## src/hw/rtl/skf_pkg.sv

```systemverilog
`timescale 1ns / 1ps

package skf_pkg;

   localparam int FRAC_BITS   = 24;
   localparam int VALUE_WIDTH = 48;

   localparam int NOISE_W = FRAC_BITS + 1;
   localparam int VAR_W   = VALUE_WIDTH - 1;
   localparam int GAIN_W  = FRAC_BITS + 1;
   localparam int CNT_W   = $clog2(GAIN_W + 1);

   localparam logic [NOISE_W-1:0]     RST_PROCESS_NOISE = NOISE_W'(1678);
   localparam logic [VAR_W-1:0]       RST_MEAS_NOISE    = VAR_W'(167772);
   localparam logic [VALUE_WIDTH-1:0] RST_INIT_EST      = VALUE_WIDTH'(64'd1342177280);
   localparam logic [VAR_W-1:0]       RST_INIT_VAR      = VAR_W'(64'd167772160000);

   localparam logic [VAR_W-1:0]  VAR_MAX  = {VAR_W{1'b1}};
   localparam logic [GAIN_W-1:0] GAIN_ONE = GAIN_W'(1) << FRAC_BITS;

   localparam logic [1:0] CSR_PROCESS_NOISE    = 2'd0;
   localparam logic [1:0] CSR_MEAS_NOISE       = 2'd1;
   localparam logic [1:0] CSR_INITIAL_ESTIMATE = 2'd2;
   localparam logic [1:0] CSR_INITIAL_VARIANCE = 2'd3;

   typedef struct packed {
      logic signed [VALUE_WIDTH-1:0] measurement;
      logic                          restart;
   } skf_req_type;

   typedef struct packed {
      logic signed [VALUE_WIDTH-1:0] prior_estimate;
      logic [VAR_W-1:0]              prior_variance;
      logic [GAIN_W-1:0]             gain;
      logic signed [VALUE_WIDTH-1:0] new_estimate;
      logic [VAR_W-1:0]              new_variance;
   } skf_rsp_type;

   typedef struct packed {
      logic load;
      logic step;
   } skf_step_ctl_type;

   typedef enum logic [2:0] {
      ST_IDLE,
      ST_SETUP,
      ST_DIVIDE,
      ST_MULTIPLY,
      ST_FINISH
   } skf_state_type;

endpackage

```

## src/hw/rtl/skf_div.sv

```systemverilog
`timescale 1ns / 1ps

module skf_div (
   input  logic                              clock,
   input  logic                              reset,
   input  skf_pkg::skf_step_ctl_type         ctl,
   input  logic [skf_pkg::VALUE_WIDTH-1:0]   num,
   input  logic [skf_pkg::VALUE_WIDTH-1:0]   den,
   output logic [skf_pkg::FRAC_BITS-1:0]     quo
);
   import skf_pkg::*;

   logic [VALUE_WIDTH-1:0] rem_ff, rem_in;
   logic [VALUE_WIDTH-1:0] den_ff;
   logic [FRAC_BITS-1:0]   quo_ff, quo_in;
   logic [VALUE_WIDTH:0]   rem_dbl;
   logic [VALUE_WIDTH:0]   rem_diff;

   // one quotient bit per step: restoring division of a fraction
   always_comb begin
      rem_dbl  = {rem_ff, 1'b0};
      rem_diff = rem_dbl - {1'b0, den_ff};
      rem_in   = rem_ff;
      quo_in   = quo_ff;
      if (ctl.load) begin
         rem_in = num;
         quo_in = '0;
      end else if (ctl.step) begin
         if (rem_dbl >= {1'b0, den_ff}) begin
            rem_in = rem_diff[VALUE_WIDTH-1:0];
            quo_in = {quo_ff[FRAC_BITS-2:0], 1'b1};
         end else begin
            rem_in = rem_dbl[VALUE_WIDTH-1:0];
            quo_in = {quo_ff[FRAC_BITS-2:0], 1'b0};
         end
      end
   end

   always_ff @(posedge clock) begin
      if (reset) begin
         quo_ff <= '0;
      end else begin
         quo_ff <= quo_in;
      end
      rem_ff <= rem_in;
      if (ctl.load) begin
         den_ff <= den;
      end
   end

   assign quo = quo_ff;

endmodule

```

## src/hw/rtl/skf_mul.sv

```systemverilog
`timescale 1ns / 1ps

module skf_mul (
   input  logic                              clock,
   input  logic                              reset,
   input  skf_pkg::skf_step_ctl_type         ctl,
   input  logic [skf_pkg::VALUE_WIDTH-1:0]   mcand,
   input  logic [skf_pkg::GAIN_W-1:0]        mplier,
   output logic [skf_pkg::VALUE_WIDTH-1:0]   prod
);
   import skf_pkg::*;

   logic [VALUE_WIDTH-1:0] mcand_ff;
   logic [GAIN_W-1:0]      mplier_ff, mplier_in;
   logic [VALUE_WIDTH:0]   acc_ff, acc_in;
   logic [GAIN_W-1:0]      low_ff, low_in;
   logic [VALUE_WIDTH+1:0] sum;
   logic [VALUE_WIDTH+1:0] rounded;

   // shift-add, multiplier bits LSB first; low_ff collects the product's low bits
   always_comb begin
      sum = {1'b0, acc_ff} + (mplier_ff[0] ? (VALUE_WIDTH+2)'(mcand_ff) : '0);
      acc_in    = acc_ff;
      low_in    = low_ff;
      mplier_in = mplier_ff;
      if (ctl.load) begin
         acc_in    = '0;
         low_in    = '0;
         mplier_in = mplier;
      end else if (ctl.step) begin
         acc_in    = sum[VALUE_WIDTH+1:1];
         low_in    = {sum[0], low_ff[GAIN_W-1:1]};
         mplier_in = {1'b0, mplier_ff[GAIN_W-1:1]};
      end
   end

   always_ff @(posedge clock) begin
      if (reset) begin
         mplier_ff <= '0;
      end else begin
         mplier_ff <= mplier_in;
      end
      acc_ff <= acc_in;
      low_ff <= low_in;
      if (ctl.load) begin
         mcand_ff <= mcand;
      end
   end

   // round to nearest, halves up
   assign rounded = {acc_ff, low_ff[FRAC_BITS]} + (VALUE_WIDTH+2)'(low_ff[FRAC_BITS-1]);
   assign prod    = rounded[VALUE_WIDTH-1:0];

endmodule

```

## src/hw/rtl/scalar_kalman_filter.sv

```systemverilog
`timescale 1ns / 1ps

// One-dimensional Kalman filter, constant-value model, Q24.24 values.
// req_ channel: one measurement per transfer (valid/stall); restart reloads
// the initial estimate and variance before the step.
// rsp_ channel: one result per measurement, held in an output register.
// csr_ channel: register writes (index, data), always ready; write only
// while the filter is idle. Writes do not touch the running state.
// Each measurement passes through a setup state, 24 divide steps, 25
// shift-add steps and a finish state before its result is registered.
// A new measurement is taken only once the last has passed the serial divider
// and then the two serial multipliers (which run side by side).
// req_stall is high while an item is being worked on. A finished result
// waits in the output register; the next measurement may be taken
// meanwhile, and a further result waits until the receiver drops rsp_stall.
// Reset (synchronous) restores the registers and the state to their
// defaults and empties the output register.
module scalar_kalman_filter (
   input  logic                              clock,
   input  logic                              reset,
   input  logic                              req_valid,
   output logic                              req_stall,
   input  skf_pkg::skf_req_type              req_data,
   output logic                              rsp_valid,
   input  logic                              rsp_stall,
   output skf_pkg::skf_rsp_type              rsp_data,
   input  logic                              csr_valid,
   output logic                              csr_ready,
   input  logic [1:0]                        csr_index,
   input  logic [skf_pkg::VALUE_WIDTH-1:0]   csr_data
);
   import skf_pkg::*;

   skf_state_type state_ff, state_in;

   logic [NOISE_W-1:0]     pn_ff;
   logic [VAR_W-1:0]       mn_ff;
   logic [VALUE_WIDTH-1:0] init_est_ff;
   logic [VAR_W-1:0]       init_var_ff;

   logic [VALUE_WIDTH-1:0] est_ff;
   logic [VAR_W-1:0]       var_ff;

   logic [VALUE_WIDTH-1:0] pe_ff, z_ff, mag_ff;
   logic [VAR_W-1:0]       pv_ff;
   logic                   up_ff, one_ff;
   logic [GAIN_W-1:0]      gain_ff;
   logic [CNT_W-1:0]       count_ff;

   logic                   rsp_valid_ff;
   skf_rsp_type            rsp_data_ff;

   logic                   req_xfer, rsp_xfer, csr_write;
   logic                   finish_load;
   skf_step_ctl_type       div_ctl, mul_ctl;

   logic [VALUE_WIDTH-1:0] est_src;
   logic [VAR_W-1:0]       var_src;
   logic [VALUE_WIDTH-1:0] pv_sum;
   logic [VALUE_WIDTH-1:0] den;
   logic                   up_now;
   logic [FRAC_BITS-1:0]   quo;
   logic [GAIN_W-1:0]      gain_now;
   logic [VALUE_WIDTH-1:0] corr, nv_prod;
   logic [VALUE_WIDTH-1:0] ne;

   assign csr_ready = 1'b1;
   assign csr_write = csr_valid & csr_ready;
   assign req_stall = (state_ff != ST_IDLE);
   assign req_xfer  = req_valid & ~req_stall;
   assign rsp_xfer  = rsp_valid_ff & ~rsp_stall;
   assign rsp_valid = rsp_valid_ff;
   assign rsp_data  = rsp_data_ff;

   // prior
   assign est_src = req_data.restart ? init_est_ff : est_ff;
   assign var_src = req_data.restart ? init_var_ff : var_ff;
   assign pv_sum  = VALUE_WIDTH'(var_src) + VALUE_WIDTH'(pn_ff);

   assign den    = VALUE_WIDTH'(pv_ff) + VALUE_WIDTH'(mn_ff);
   assign up_now = $signed(z_ff) >= $signed(pe_ff);

   assign gain_now = one_ff ? GAIN_ONE : GAIN_W'(quo);
   assign ne = up_ff ? pe_ff + corr : pe_ff - corr;

   skf_div u_div (
      .clock (clock),
      .reset (reset),
      .ctl   (div_ctl),
      .num   (VALUE_WIDTH'(pv_ff)),
      .den   (den),
      .quo   (quo)
   );

   skf_mul u_mul_corr (
      .clock  (clock),
      .reset  (reset),
      .ctl    (mul_ctl),
      .mcand  (mag_ff),
      .mplier (gain_now),
      .prod   (corr)
   );

   skf_mul u_mul_var (
      .clock  (clock),
      .reset  (reset),
      .ctl    (mul_ctl),
      .mcand  (VALUE_WIDTH'(pv_ff)),
      .mplier (GAIN_ONE - gain_now),
      .prod   (nv_prod)
   );

   always_comb begin
      state_in = state_ff;
      unique case (state_ff)
         ST_IDLE: begin
            if (req_xfer) begin
               state_in = ST_SETUP;
            end
         end
         ST_SETUP: begin
            state_in = ST_DIVIDE;
         end
         ST_DIVIDE: begin
            if (count_ff == '0) begin
               state_in = ST_MULTIPLY;
            end
         end
         ST_MULTIPLY: begin
            if (count_ff == '0) begin
               state_in = ST_FINISH;
            end
         end
         ST_FINISH: begin
            if (!rsp_valid_ff || !rsp_stall) begin
               state_in = ST_IDLE;
            end
         end
         default: begin
            state_in = ST_IDLE;
         end
      endcase
   end

   always_comb begin
      div_ctl     = '0;
      mul_ctl     = '0;
      finish_load = 1'b0;
      unique case (state_ff)
         ST_IDLE: begin
         end
         ST_SETUP: begin
            div_ctl.load = 1'b1;
         end
         ST_DIVIDE: begin
            div_ctl.step = (count_ff != '0);
            mul_ctl.load = (count_ff == '0);
         end
         ST_MULTIPLY: begin
            mul_ctl.step = (count_ff != '0);
         end
         ST_FINISH: begin
            finish_load = ~rsp_valid_ff | ~rsp_stall;
         end
         default: begin
         end
      endcase
   end

   always_ff @(posedge clock) begin
      if (reset) begin
         state_ff     <= ST_IDLE;
         rsp_valid_ff <= 1'b0;
         count_ff     <= '0;
         pn_ff        <= RST_PROCESS_NOISE;
         mn_ff        <= RST_MEAS_NOISE;
         init_est_ff  <= RST_INIT_EST;
         init_var_ff  <= RST_INIT_VAR;
         est_ff       <= RST_INIT_EST;
         var_ff       <= RST_INIT_VAR;
      end else begin
         state_ff <= state_in;

         if (finish_load) begin
            rsp_valid_ff <= 1'b1;
         end else if (rsp_xfer) begin
            rsp_valid_ff <= 1'b0;
         end

         if (csr_write) begin
            unique case (csr_index)
               CSR_PROCESS_NOISE:    pn_ff       <= csr_data[NOISE_W-1:0];
               CSR_MEAS_NOISE:       mn_ff       <= csr_data[VAR_W-1:0];
               CSR_INITIAL_ESTIMATE: init_est_ff <= csr_data;
               CSR_INITIAL_VARIANCE: init_var_ff <= csr_data[VAR_W-1:0];
               default: begin
               end
            endcase
         end

         if (state_ff == ST_SETUP) begin
            count_ff <= CNT_W'(FRAC_BITS);
         end else if (div_ctl.step || mul_ctl.step) begin
            count_ff <= count_ff - 1'b1;
         end else if (mul_ctl.load) begin
            count_ff <= CNT_W'(GAIN_W);
         end

         if (finish_load) begin
            est_ff <= ne;
            var_ff <= nv_prod[VAR_W-1:0];
         end
      end

      if (req_xfer) begin
         pe_ff <= est_src;
         pv_ff <= pv_sum[VALUE_WIDTH-1] ? VAR_MAX : pv_sum[VAR_W-1:0];
         z_ff  <= req_data.measurement;
      end

      if (state_ff == ST_SETUP) begin
         up_ff  <= up_now;
         mag_ff <= up_now ? z_ff - pe_ff : pe_ff - z_ff;
         one_ff <= (den == '0) || (VALUE_WIDTH'(pv_ff) >= den);
      end

      if (mul_ctl.load) begin
         gain_ff <= gain_now;
      end

      if (finish_load) begin
         rsp_data_ff.prior_estimate <= pe_ff;
         rsp_data_ff.prior_variance <= pv_ff;
         rsp_data_ff.gain           <= gain_ff;
         rsp_data_ff.new_estimate   <= ne;
         rsp_data_ff.new_variance   <= nv_prod[VAR_W-1:0];
      end
   end

endmodule

```

## config.mk

```make
export PLATFORM = sky130hd
export DESIGN_NAME = scalar_kalman_filter
export DESIGN_NICKNAME = d
export VERILOG_FILES = /design/src/hw/rtl/skf_pkg.sv /design/src/hw/rtl/skf_div.sv /design/src/hw/rtl/skf_mul.sv /design/src/hw/rtl/scalar_kalman_filter.sv
export SDC_FILE = /design/constraint.sdc
export NUM_CORES = 2
export LEC_CHECK = 0
export BUFFER_PORTS_ARGS = -buffer_cell sky130_fd_sc_hd__buf_2
export CORE_ASPECT_RATIO = 1.1
export CORE_MARGIN = 8
export CORE_UTILIZATION = 38
export CTS_CLUSTER_SIZE = 25
export DETAILED_ROUTE_END_ITERATION = 8
export GPL_ROUTABILITY_DRIVEN = 0
export PLACE_DENSITY = 0.63
export SYNTH_ARGS = -nofsm -noshare
export SYNTH_HDL_FRONTEND = slang
export SYNTH_SLANG_ARGS = --single-unit
```

## constraint.sdc

```tcl
create_clock -name clock -period 9.1 [get_ports clock]
set_input_delay 2.73 -clock clock [delete_from_list [all_inputs] [get_ports clock]]
set_output_delay 2.73 -clock clock [all_outputs]
set_load 0.1 [all_outputs]
```

# [Yosys cells after proc, flatten, opt, wreduce, memory -nomap -nowiden]
# Cells that the tools add are included.
[classes] addsub=13 bitwise=6 magnitude_cmp=3 mux=30 eq_ne=11 reduce_logical=23
[ops] op="$mux 48" n=5
[ops] op="$sub 48x48->48" n=4
[ops] op="$mux 47" n=4
[ops] op="$mux 25" n=5
[ops] op="$add 49x47->50" n=1
[ops] op="$add 49x48->50" n=1
[ops] op="$ge 49x48->1" n=1
[ops] op="$add 47x25->48" n=1
[ops] op="$add 47x47->48" n=1
[ops] op="$add 48x1->48" n=1
[ops] op="$add 48x48->48" n=1
[ops] op="$ge 47x48->1" n=1
[ops] op="$ge 48x48->1" n=1
[ops] op="$logic_not 48->1" n=1
[ops] op="$add 47x1->47" n=1
[ops] op="$sub 25x25->25 const A" n=1
[ops] op="$mux 5" n=3
[ops] op="$pmux 3 s5" n=1
[ops] op="$mux 3" n=4
[ops] op="$mux 1" n=8
[ops] op="$ne 2x2->1 const B" n=4
[ops] op="$reduce_and 2->1" n=4
[ops] op="$reduce_bool 2->1" n=4
[ops] op="$eq 3x2->1 const B" n=2
[ops] op="17 further kinds" n=26
[totals] word_cells=120 in_bits=104 reg_bits=1117 out_inout_bits=218

# [Logic depth before layout (Yosys ltp)]
[depth] word_depth=5 mapped_depth=27

# [Modules after synthesis]
# From an unflattened synthesis, not the netlist that was laid out.
[unflattened] hier_cells=6782 area_unflattened_um2=63677.3
[modules_own_cells] module="scalar_kalman_filter" n_inst=1 cells_per_inst=4113 area_each_um2=39066.2 seq_area_each_um2=18427.7
[modules_own_cells] module="skf_mul at u_mul_corr" n_inst=1 cells_per_inst=960 area_each_um2=8453.1 seq_area_each_um2=2962.8
[modules_own_cells] module="skf_mul at u_mul_var" n_inst=1 cells_per_inst=960 area_each_um2=8365.5 seq_area_each_um2=2962.8
[modules_own_cells] module="skf_div" n_inst=1 cells_per_inst=749 area_each_um2=7792.5 seq_area_each_um2=3363.2

# [Least setup slack after synthesis]
# Ideal clock, no wire load.
[synth_path] path_kind="input to register" start="in rsp_stall" end="reg rsp_data_ff, in the netlist rsp_data[0] (enable)" setup_time_ns=0.663 cell_stages=4 arrival_time_ns=9.180 n_path_buf=1 setup_slack_ns=-0.743 required_time_ns=8.437 path_cell_list="nand2_1 -> nand3_1 -> clkinv_1 -> clkbuf_1"
[synth_between] elab_chain_len=3
[synth_lines] element="start: declaration" line="scalar_kalman_filter.sv:25" source="input logic rsp_stall,"
[synth_lines] element="$not 1->1" line="scalar_kalman_filter.sv:163" source="finish_load = ~rsp_valid_ff | ~rsp_stall;"
[synth_lines] element="$or 1x1->1" line="scalar_kalman_filter.sv:163"
[synth_lines] element="$mux 1" line="scalar_kalman_filter.sv:149" source="unique case (state_ff)"
[synth_lines] element="via finish_load" line="scalar_kalman_filter.sv:54" source="logic finish_load;"
[synth_lines] element="end: declaration" line="scalar_kalman_filter.sv:51" source="skf_rsp_type rsp_data_ff;"
# The timed path passes the listed nets, and every way through them passes these cells.
# A chain may end at the register's enable or synchronous reset.

# [Final worst setup path]
[layout_path] start="reg u_mul_corr.acc_ff[8]" end="reg est_ff[44]"
[layout_between] elab_chain_len=3 elab_cells_between_ends=4 cone_classes="3 x add/sub; 1 x mux"
[layout_lines] element="start: declaration" line="skf_mul.sv:15" source="logic [VALUE_WIDTH:0] acc_ff, acc_in;"
[layout_lines] element="start signal: assignment" line="skf_mul.sv:43" source="acc_ff <= acc_in;"
[layout_lines] element="$add 48x1->48 *" line="skf_mul.sv:51" source="assign rounded = {acc_ff, low_ff[FRAC_BITS]} + (VALUE_WIDTH+2)'(low_ff[FRAC_BITS-1]);"
[layout_lines] element="$sub 48x48->48 or $add 48x48->48 (tied branches)" line="scalar_kalman_filter.sv:84" source="assign ne = up_ff ? pe_ff + corr : pe_ff - corr;"
[layout_lines] element="$mux 48 *" line="scalar_kalman_filter.sv:84"
[layout_lines] element="via ne[44]" line="scalar_kalman_filter.sv:65" source="logic [VALUE_WIDTH-1:0] ne;"
[layout_lines] element="end signal: assignment" line="scalar_kalman_filter.sv:210" source="est_ff <= ne;"
[layout_lines] element="end: declaration" line="scalar_kalman_filter.sv:41" source="logic [VALUE_WIDTH-1:0] est_ff;"
# Mark *: on every way through the listed nets, which the timed path passes. The rest lies on a longest branch.

==> results_dict.tcl <==
set metrics [dict create \
    grt_pass1_wl_um 290000 \
    grt_antenna_before_repair 24 \
    ant_nets 0 \
    setup.worst_path.end_class "register" \
    synth-seq-cells 1071 \
    finalCritPeriodShare_pct 74.8 \
    worst_ep_arrival_time_ns 7.47 \
    synth_simple_gate_area_share_pct 17.8 \
    ys_async_sr_fraction_pct 0 \
    htreeDepth 3 \
    final.setup_skew_ns 0.0389 \
    postCtsSetupRepairBufs 0 \
    synth_flop_cell "edfxtp_1" \
    synth_fa_ha_area_share_pct 8.55 \
    synthesis.area_um2 62600 \
    rsz0062_at_grt "no" \
    yosys.area_share.xor_xnor_pct 5.90 \
    synth.area.mux_share_pct 2.24 \
    clock_path_buffers 3 \
    cts_tree "built" \
    drc_errors 0 \
    criticalPathCategory "reg -> reg" \
    drv_cap 0 \
    syn-num-nets 7345 \
    overflow 0 \
    clkTransAtPathRegs_ns 0.07 \
    setup_tns_ns 0 \
    vias 51800 \
    critPathRequiredTime_ns 9.77 \
    grtUsageTotal_pct 20.5 \
    dieArea_um2 178000 \
    die_w_um 403 \
    port_buffers 320 \
    cts_resized 0 \
    finalSetupViolations 0 \
    outcome "complete, no violations" \
    powerDensity_nw_per_um2 223 \
    drt_first_pass_iters 6 \
    finalCriticalPeriod_ns 6.81 \
    synth-edff-count 623 \
    synth_compound_area_share_pct 17.4 \
    cts_num_sinks 1071 \
    initial_core_util_pct 38.2 \
    nets 7500 \
    tightest_slew_ns 1.14 \
    viasPerCell 5.62 \
    fin_util_pct 42.8 \
    max_freq_mhz 147 \
    timing.slew.headroom_pct 24.2 \
    ys_seq_area_share_pct 44.2 \
    cts_buffers 115 \
    ir_drop_uv 153 \
    core_um2 164000 \
    synth.distinct_cells 95 \
    hold_viol 0 \
    initialDrtViolationCount 4635 \
    syn_area_per_cell_um2 9.18 \
    final_max_slew_viol_count 0 \
    synth_top_family_by_area "simple AND/OR/NAND/NOR gates" \
    cts_hold_buffers 0 \
    cp-start-kind "register" \
    core.rowCount 156 \
    die_height_um 442 \
    io_pins 322 \
    drive_gt1_share_pct 10.0 \
    cts-root-buf "clkbuf_16" \
    grt_pass1_vias 48600 \
    avgRoutedWirePerCell_um 20.9 \
    power_leakage_nw 28.5 \
    yosys_warnings 0 \
    clock_latency_ns 0.75 \
    grt_max_degree 144 \
    finalWirelength_um 192000 \
    hold_class "reg -> reg" \
    worstPathMaxFanout 13 \
    synthCells 6818 \
    dp_hpwl_um 144000 \
    power_mw 15.6 \
    area_growth_pct 12.1 \
    dpl_worst_slack_ns 2.15 \
    setup_slack_ns 2.29 \
]
per-layer routing:
metal / share of wire, % / GRT usage, % / up-vias
li1: - / - / 24700
met1: 43 / 27.0 / 24800
met2: 45 / 32.6 / 1795
met3: 6.9 / 3.77 / 393
met4: 5.3 / 9.81 / 8
met5: 0.024 / 0 / -
per-stage QoR:
stage / cells / instance area, µm² / hold WS (ns)
final: 9213 / 70200 / 0.400
after floorplan: 6818 / 62600 / 0.400
after global routing: 9208 / 70200 / 0.421
after detailed placement: 8989 / 66100 / 0.405
after CTS: 9207 / 70200 / 0.400
after global placement: 8989 / 66100 / 0.401
cells in the final DEF, fill, tap and decap left out, drive strengths merged, types with 16 or more instances in the layout:
| master | netlist | layout |
|---|---|---|
| o21bai | 63 | 63 |
| bufinv | 0 | 18 |
| a211oi | 50 | 50 |
| nor4 | 29 | 29 |
| nand2 | 976 | 976 |
| o31ai | 31 | 31 |
| and3 | 68 | 68 |
| nand4 | 87 | 87 |
| a21boi | 21 | 21 |
| nand3b | 44 | 44 |
| nand2b | 51 | 51 |
| edfxtp | 623 | 623 |
| inv | 311 | 323 |
| o21a | 55 | 55 |
| nand3 | 184 | 184 |
| a21oi | 724 | 724 |
| mux2 | 80 | 80 |
| dfxtp | 448 | 448 |
| nor2 | 441 | 441 |
| nor3b | 16 | 16 |
| ha | 415 | 415 |
| xnor2 | 248 | 248 |
| a31oi | 109 | 109 |
| or2 | 23 | 23 |
| clkbuf | 268 | 142 |
| or3 | 33 | 33 |
| a221oi | 18 | 18 |
| a21o | 225 | 225 |
| a311oi | 28 | 28 |
| nor2b | 78 | 78 |
| and4 | 21 | 21 |
| clkinv | 2 | 38 |
| buf | 57 | 363 |
| mux2i | 50 | 50 |
| nor3 | 128 | 128 |
| o21ai | 298 | 298 |
| and2 | 141 | 141 |
| o211ai | 32 | 32 |
| xor2 | 173 | 173 |
registers in the layout (all words and copies together) (netlist names), 48 cells and up:
register	count
init_est_ff	48
est_ff	48
u_div.den_ff	48
pe_ff	48
mag_ff	48
rsp_data	215
z_ff	48
u_mul_var.acc_ff	49
u_div.rem_ff	48
u_mul_corr.acc_ff	49
u_mul_corr.mcand_ff	48
final timing paths:
kind | from | endpoint | slack, ns | cells past startpoint
setup / recovery | u_mul_corr.acc_ff[8] | est_ff[44] | 2.29 | 20
hold / removal | gain_ff[24] | rsp_data[119] | 0.40 | 0
setup reg to reg | u_mul_corr.acc_ff[8] | est_ff[44] | 2.29 | 20
hold reg to reg | gain_ff[24] | rsp_data[119] | 0.40 | 0
critical path: stages, from the launching register on:
cell	delay, ns
dfxtp_1	0.53
nand4_1	0.60
or4_4	0.83
o21ai_0	0.23
nand4_1	0.12
nor4bb_1	0.37
and2_1	0.30
a2111oi_0	0.13
a221oi_1	0.28
xor2_1	0.11
ha_1	0.40
nand2_1	0.11
nor3b_1	0.38
nand4_1	0.17
a21oi_1	0.22
and4b_1	0.26
o41ai_1	0.95
a41oi_1	0.25
xnor2_1	0.28
nand2_1	0.08
a21oi_1	0.13
logic make-up after synthesis:
| group | Yosys count |
|---|---|
| compound gates | 1779 |
| xor+xnor | 421 |
| fa+ha+maj | 423 |
| buf+inv | 638 |
| flops | 1071 |
| mux | 130 |
| other cells | 1 |
| simple gates | 2355 |
area by class of cell:
class	count	area, µm²
well taps	2133	2670
flip-flops and latches	1071	27700
repair buffers	363	1960
clock buffers	142	3170
diodes	6	15.0
clock inverters	76	970
inverters	313	1190
fillers	15900	93700
multi-input cells	5109	32600
power by group:
group	internal [mW]	leakage, nW	switching, mW	total, mW
Sequential	5.70	9.45	0.289	5.99
Combinational	1.60	17.1	2.94	4.54
Clock	3.00	2.01	2.10	5.10
synthesized netlist by cell type, types with 9 or more instances:
cell type / number / area share, %
a2111oi_0: 14 / 0.20
a211o_1: 12 / 0.17
a211oi_1: 50 / 0.60
a21boi_0: 20 / 0.24
a21o_1: 225 / 2.7
a21oi_1: 721 / 5.8
a221oi_1: 18 / 0.25
a22oi_1: 13 / 0.16
a311oi_1: 28 / 0.39
a31oi_1: 109 / 1.1
a41oi_1: 9 / 0.13
and2_1: 140 / 1.4
and3_1: 68 / 0.68
and4_1: 20 / 0.28
buf_1: 34 / 0.20
buf_2: 16 / 0.13
clkbuf_1: 265 / 1.6
dfxtp_1: 448 / 14
edfxtp_1: 623 / 30
ha_1: 415 / 8.3
inv_1: 310 / 1.9
mux2_2: 80 / 1.4
mux2i_1: 50 / 0.80
nand2_1: 976 / 5.9
nand2b_1: 51 / 0.51
nand3_1: 184 / 1.5
nand3b_1: 44 / 0.53
nand4_1: 86 / 0.86
nor2_1: 441 / 2.6
nor2b_1: 78 / 0.78
nor3_1: 126 / 1.0
nor3b_1: 15 / 0.18
nor4_1: 24 / 0.24
o211ai_1: 32 / 0.38
o21a_1: 55 / 0.66
o21ai_0: 297 / 2.4
o21bai_1: 63 / 0.76
o31ai_1: 30 / 0.36
or2_2: 23 / 0.23
or3_1: 32 / 0.32
or4_1: 12 / 0.14
xnor2_1: 247 / 3.5
xor2_1: 173 / 2.4
(Power assumes the default switching activity.)
